[src/rtl/ovp_pkg.sv]
// Shared types, constants and default sizes of the orthogonal volume projector.
`timescale 1ns / 1ps

package ovp_pkg;

  // Default limits of the volume and the width of the internal sums.
  localparam int MaxXDef     = 512;
  localparam int MaxZDef     = 256;
  localparam int MaxYDef     = 512;
  localparam int SumWidthDef = 48;

  // Fixed field widths of the stream items and the configuration port.
  localparam int VoxelW  = 32;
  localparam int IdxW    = 9;
  localparam int TotalW  = 48;
  localparam int CfgW    = 10;
  localparam int CfgIdxW = 2;
  localparam int SizeW   = 14;
  localparam int OutDataW = 72;

  // Result queue depth and the room kept free for items still in flight.
  localparam int ResFifoDepth = 16;
  localparam int MaxResPerItem = 3;

  // Configuration register indexes.
  localparam logic [CfgIdxW-1:0] RegSizeX = 2'd0;
  localparam logic [CfgIdxW-1:0] RegSizeZ = 2'd1;
  localparam logic [CfgIdxW-1:0] RegSizeY = 2'd2;

  // Projection plane codes.
  localparam logic [1:0] PlaneYz = 2'd0;
  localparam logic [1:0] PlaneXz = 2'd1;
  localparam logic [1:0] PlaneXy = 2'd2;

  typedef struct packed {
    logic [1:0]        plane;
    logic [IdxW-1:0]   outer_index;
    logic [IdxW-1:0]   inner_index;
    logic [TotalW-1:0] total;
    logic              last;
  } result_t;

endpackage

[src/rtl/ovp_result_fifo.sv]
// Result queue that takes up to three results per cycle and hands out one.
`timescale 1ns / 1ps

module ovp_result_fifo
  import ovp_pkg::*;
#(
  parameter int DEPTH = ResFifoDepth,
  localparam int AW = $clog2(DEPTH),
  localparam int CW = $clog2(DEPTH + 1)
) (
  input  logic          clk_i,
  input  logic          rst_ni,
  input  logic [1:0]    push_cnt_i,
  input  result_t       push_data_i [MaxResPerItem],
  input  logic          pop_i,
  output result_t       head_o,
  output logic          valid_o,
  output logic [CW-1:0] level_o
);

  result_t       mem_q [DEPTH];
  logic [AW-1:0] wr_ptr_q, wr_ptr_d;
  logic [AW-1:0] rd_ptr_q, rd_ptr_d;
  logic [CW-1:0] level_q, level_d;
  logic          do_pop;

  assign do_pop = pop_i && (level_q != '0);

  always_comb begin
    wr_ptr_d = wr_ptr_q + AW'(push_cnt_i);
    rd_ptr_d = rd_ptr_q + AW'(do_pop);
    level_d  = level_q + CW'(push_cnt_i) - CW'(do_pop);
  end

  always_ff @(posedge clk_i) begin
    for (int k = 0; k < MaxResPerItem; k++) begin
      if (k < int'(push_cnt_i)) begin
        mem_q[wr_ptr_q + AW'(k)] <= push_data_i[k];
      end
    end
  end

  always_ff @(posedge clk_i or negedge rst_ni) begin
    if (!rst_ni) begin
      wr_ptr_q <= '0;
      rd_ptr_q <= '0;
      level_q  <= '0;
    end else begin
      wr_ptr_q <= wr_ptr_d;
      rd_ptr_q <= rd_ptr_d;
      level_q  <= level_d;
    end
  end

  assign head_o  = mem_q[rd_ptr_q];
  assign valid_o = (level_q != '0);
  assign level_o = level_q;

endmodule
[config.mk]
export PLATFORM = sky130hd
export DESIGN_NAME = ovp_result_fifo
export DESIGN_NICKNAME = d
export VERILOG_FILES = /design/src/rtl/ovp_pkg.sv /design/src/rtl/ovp_result_fifo.sv
export SDC_FILE = /design/constraint.sdc
export NUM_CORES = 2
export LEC_CHECK = 0
export BUFFER_PORTS_ARGS = -buffer_cell sky130_fd_sc_hd__buf_2
export CAP_MARGIN = 20
export CORE_AREA = 10 10 391 393
export DETAILED_ROUTE_END_ITERATION = 12
export DIE_AREA = 0 0 401 403
export PLACE_DENSITY = 0.63
export SYNTH_ARGS = -nofsm -noshare
export SYNTH_HDL_FRONTEND = slang
export SYNTH_SLANG_ARGS = --single-unit
export TNS_END_PERCENT = 50
[constraint.sdc]
create_clock -name clk_i -period 26.9 [get_ports clk_i]
set_input_delay 2.69 -clock clk_i [delete_from_list [all_inputs] [get_ports clk_i]]
set_output_delay 2.69 -clock clk_i [all_outputs]
set_load 0.02 [all_outputs]
Word level (Yosys, flattened, before mapping)
Memories as Yosys holds them, arrays and structs flattened.
Cells that the tools add are included.
{ "classes": {"n_addsub": 6, "magnitude_cmp": 3, "n_mux": 6, "reduce_logical": 2} }
{ "op_table": {"columns": ["operator", "count"], "rows": [
  ["$mux W1", 6],
  ["$add A5 B2 Y5", 1],
  ["$reduce_bool A5 Y1", 1],
  ["$sub A5 B1 Y5", 1],
  ["$add A4 B1 Y4", 1],
  ["$add A4 B1 Y4 const B", 1],
  ["$add A4 B2 Y4", 1],
  ["$add A4 B2 Y4 const B", 1],
  ["$lt A1 B2 Y1 const A", 2],
  ["$lt A2 B2 Y1 const A", 1],
  ["$logic_and A1 B1 Y1", 1]
]} }
{ "totals": {"regBits": 13, "ram_bits": 1104, "in_bits": 212, "output_inout_bits": 75, "wordCells": 21, "mem_count": 1} }
{ "memory_table": {"columns": ["memory", "depth", "width", "rd", "rd_ports_with_merged_regs", "wr", "line_no", "rtl"], "rows": [
  ["mem_q", 16, 69, 1, 0, 3, "ovp_result_fifo.sv:21", "result_t mem_q [DEPTH];"]
]} }

Logic depth before layout (Yosys ltp)
{ "logic_depth": {"ltp_word": 3, "depth_mapped": 12, "depth_no_buf": 12} }

Least setup slack after synthesis
No wires, ideal clock.
{ "synth_timing": {"path_kind": "input-to-reg", "startpoint": "in push_cnt_i[1]", "endpoint": "mem mem_q[12][0] (netlist bit), enable pin", "setup_ns": 0.733, "t_arrival_ns": 11.422, "t_required_ns": 26.167, "slack_ns": 14.745, "path_stages": 5, "n_path_buf": 3, "path_cell_list": "clkbuf_1 clkbuf_1 buf_2 nor2_1 o311ai_0"} }
{ "synth_rtl": {"columns": ["item", "line_no", "rtl"], "rows": [
  ["start, declared", "ovp_result_fifo.sv:13", "input logic [1:0] push_cnt_i,"],
  ["end, declared", "ovp_result_fifo.sv:21", null]
]} }

==> results list <==
- Number of slew-limit violations in the final report: 0
* Final hold slack: 636 ps
- Worst-Margin Slew: 1260 ps
* Mean instance size in the synthesized netlist: 10.5 um^2
* Deepest clock path buffer count: 3
* Data required time at the worst endpoint: 24210 ps
- Reported max-cap violation count: 0
* Vias post-DR: 55707
* Instance area at placement: 66900 um^2
* Floorplan die height: 403 um
- Clock Tree Root: clkbuf_16
* Type of the most critical hold path: reg -> reg
- TritonCTS clock tree: yes
- Setup violations remaining at the end of the flow were counted as 0.
- Reported leakage power: 23.9 nW
- CP Data Arrival Time: 5760 ps
- Maximum number of pins on one net before global-route repair: 140
* VDD IR max: 0.207 mV
- Clock-pin slew was measured on the worst setup and hold paths at 60 ps.
* Post-route setup TNS: 0 ps
- Before antenna repair, the detailed router went through 9 iterations.
- Once detailed placement completed, the half-perimeter wirelength came to 145000 um.
- Clock network fraction of design power: 21.1%
- Of the cells placed in the final design, the portion with a size suffix greater than 1 is 15.3%.
* Cell types with the largest area share after synthesis: edfxtp_1 (51%), a22oi_1 (11%), mux4_2 (9.6%)
- Net load switching power: 0.00374 W
- Pin placement for this block handled 287 I/O pins.
- The clock drives 1117 sinks.
- The setup path with the least slack is of type reg -> out.
* Worst clock skew: 19.1 ps
- Final net count: 6092
- Combinational logic is responsible for 46.2% of the overall power.
- Yosys Warn Count: 0
* Outcome: complete, no violations
* Number of flops mapped to enable cells by yosys: 1104
* Starting DRT DRC Count: 10026
* Total nets after synthesis: 6414
- Post-CTS Repair Setup Buffers: 0
* Synthesis-to-finish area growth: 9.58%
- After synthesis, the largest area contributor takes up 51.0% of total cell area.
* RSZ-0062 raised after global routing: false
* Fraction of the yosys area taken by sequential cells: 51.5%
* Sequential fraction of design power: 32.7%
* Count of hold buffers inserted by post-cts repair: 0
* Synth unique cells: 38
- The first global-routing pass estimated 389000 um of wire.
* Flops & latches, synth: 1117
- The commonest cells after synthesis are edfxtp_1 (1104), a22oi_1 (966), nor2_1 (771).
- Global routing finished with a remaining overflow of 0.
- Final design area excluding fillers: 71200 um^2
- Starting utilization of the core area: 44.8%
* Core Area: 145000 um^2
- Placement Rows: 140
- Clock latency on the worst-skew pair, taken at its later pin, is 790 ps.
- Placed insts: 7649
* Crit path max fanout: 45
- For this design the ratio of total power to cell area is 118 nW/um^2.
- After detailed routing, the total wire length is 276000 um.
- Int Pwr: 0.00467 W
* Die Outline Area: 162000 um^2
* Slew Limit Headroom: 15.9%
- Routability-driven placement finished with a final weighted congestion of 0.847.
* Number of non-filler instances in the completed layout: 7914
* Width of the die: 401 um
- After technology mapping, the gate count stands at 6188.
- Synth async-reset ratio: 1.16%
* Post-route clock period utilization: 31.4%
* Clock period minus worst slack: 8450 ps
- After clock tree synthesis, the repair step resized 0 gates.
- H-Tree Level Count: 4
- For this run, the top clock speed supported by timing is 0.118 GHz.
* Via count of the first global-routing pass: 53208
- PnR Total Power: 0.00841 W
- Antenna violations before repair: 59
* Worst R2R Setup Slack: 22370 ps
* Total routing resource utilization after global routing: 32.8%
* Via/cell ratio: 7.04
- Switch share: 44.4%
- Remaining design rule violation count: 0
- The worst setup path is launched from a flop.
- Count of antenna-violating nets left after detailed routing: 0
- The worst setup path is captured at an output pin.
* Leading area contributor after synthesis: edfxtp_1
* Final Hold Vio Count: 0
- Among all flip-flop cells after synthesis, the most frequent one is edfxtp_1.
- In this run the cell area of the synthesized design comes to 65000 um^2.
- Port-buffer cells: 286
- Final routed wire length divided by cell count: 34.8 um
* TritonCTS Buffers: 132
- Most used standard cell by instance count after synthesis: edfxtp_1
[metrics by stage]
| step | util (%) | setup WS, ps |
|---|---|---|
| 6_report | 49.1 | 18450 |
| 5_1_grt | 49.1 | 18010 |
| 4_1_cts | 49.0 | 18360 |
| 3_5_place_dp | 46.2 | 19210 |
| 3_3_place_gp | 46.1 | 19240 |
| 2_1_floorplan | - | 14750 |
[flip-flops by register name, summed over array words and instances (netlist names)]
register  count
wr_ptr_q      4
rd_ptr_q      4
mem_q      1104
level_o       5
[cells by family (layout without fill, tap and decap cells)]
group / count (synthesis) / after routing / synth area share (%)
DFF: 1117 / 1117 / 51.5
and+or+nand+nor: 1525 / 1525 / 9.01
xor gates and xnor gates: 12 / 12 / 0.162
other: 0 / 35 / 0
AOI/OAI and AO/OA: 2095 / 2095 / 19.9
buffers and inverters: 873 / 647 / 5.24
adders and majority gates: 14 / 14 / 0.293
muxes: 552 / 552 / 13.8
[cell type report]
class	count	area, um^2
clock inverters	49	432
well taps	1917	2400
clock buffers	181	3720
fillers	12889	73900
inverters	14	52.6
repair buffers	403	2430
flip-flops and latches	1117	33500
diodes	35	87.6
multi-input cells	4198	28600
[layer usage]
metal / vias up / global-route usage, % / share of wire (%)
li1: 22694 / - / -
met1: 26499 / 41.8 / 34
met2: 5293 / 49.1 / 43
met3: 1197 / 10.5 / 16
met4: 24 / 18.9 / 6.2
met5: - / 0 / 0.053
[placed cells by master, fill, tap and decap left out, drive strengths merged, types with 7 or more instances in the layout]
cell,n
edfxtp,1104
a22oi,966
nor2,771
nand2,699
o21ai,558
a21oi,556
buf,403
mux2i,276
mux4,276
clkbuf,181
clkinv,40
diode,35
inv,17
nand3,13
dfrtp,13
ha,12
nand4,8
nor4,8
xnor2,7
nor2b,7
[critical path: stages (launching register included)]
cell	delay, ps
dfrtp_4	1030
buf_4	820
buf_4	860
buf_4	850
mux4_2	600
a22oi_1	220
nand2_1	220
buf_2	230
[power groups by stage]
stage                     combinational [W]  sequential [W]  clock [W]
after global placement              0.00368         0.00277          0
after global routing                0.00395         0.00278    0.00184
after floorplan                     0.00223         0.00273          0
after detailed placement            0.00373         0.00278          0
final                               0.00388         0.00275    0.00178
after CTS                           0.00373         0.00275    0.00177
[path summary, 6_finish.rpt]
path / start / end / cells past startpoint
max reg2reg: wr_ptr_q[0] / mem_q[6][48] / 4
min: level_o[3] / level_o[4] / 2
max: rd_ptr_q[0] / head_o[26] / 7
min in group asynchronous: rst_ni / level_o[2] / 1
min reg2reg: level_o[3] / level_o[4] / 2
max in group asynchronous: rst_ni / rd_ptr_q[1] / 1
(Power assumes the default switching activity.)
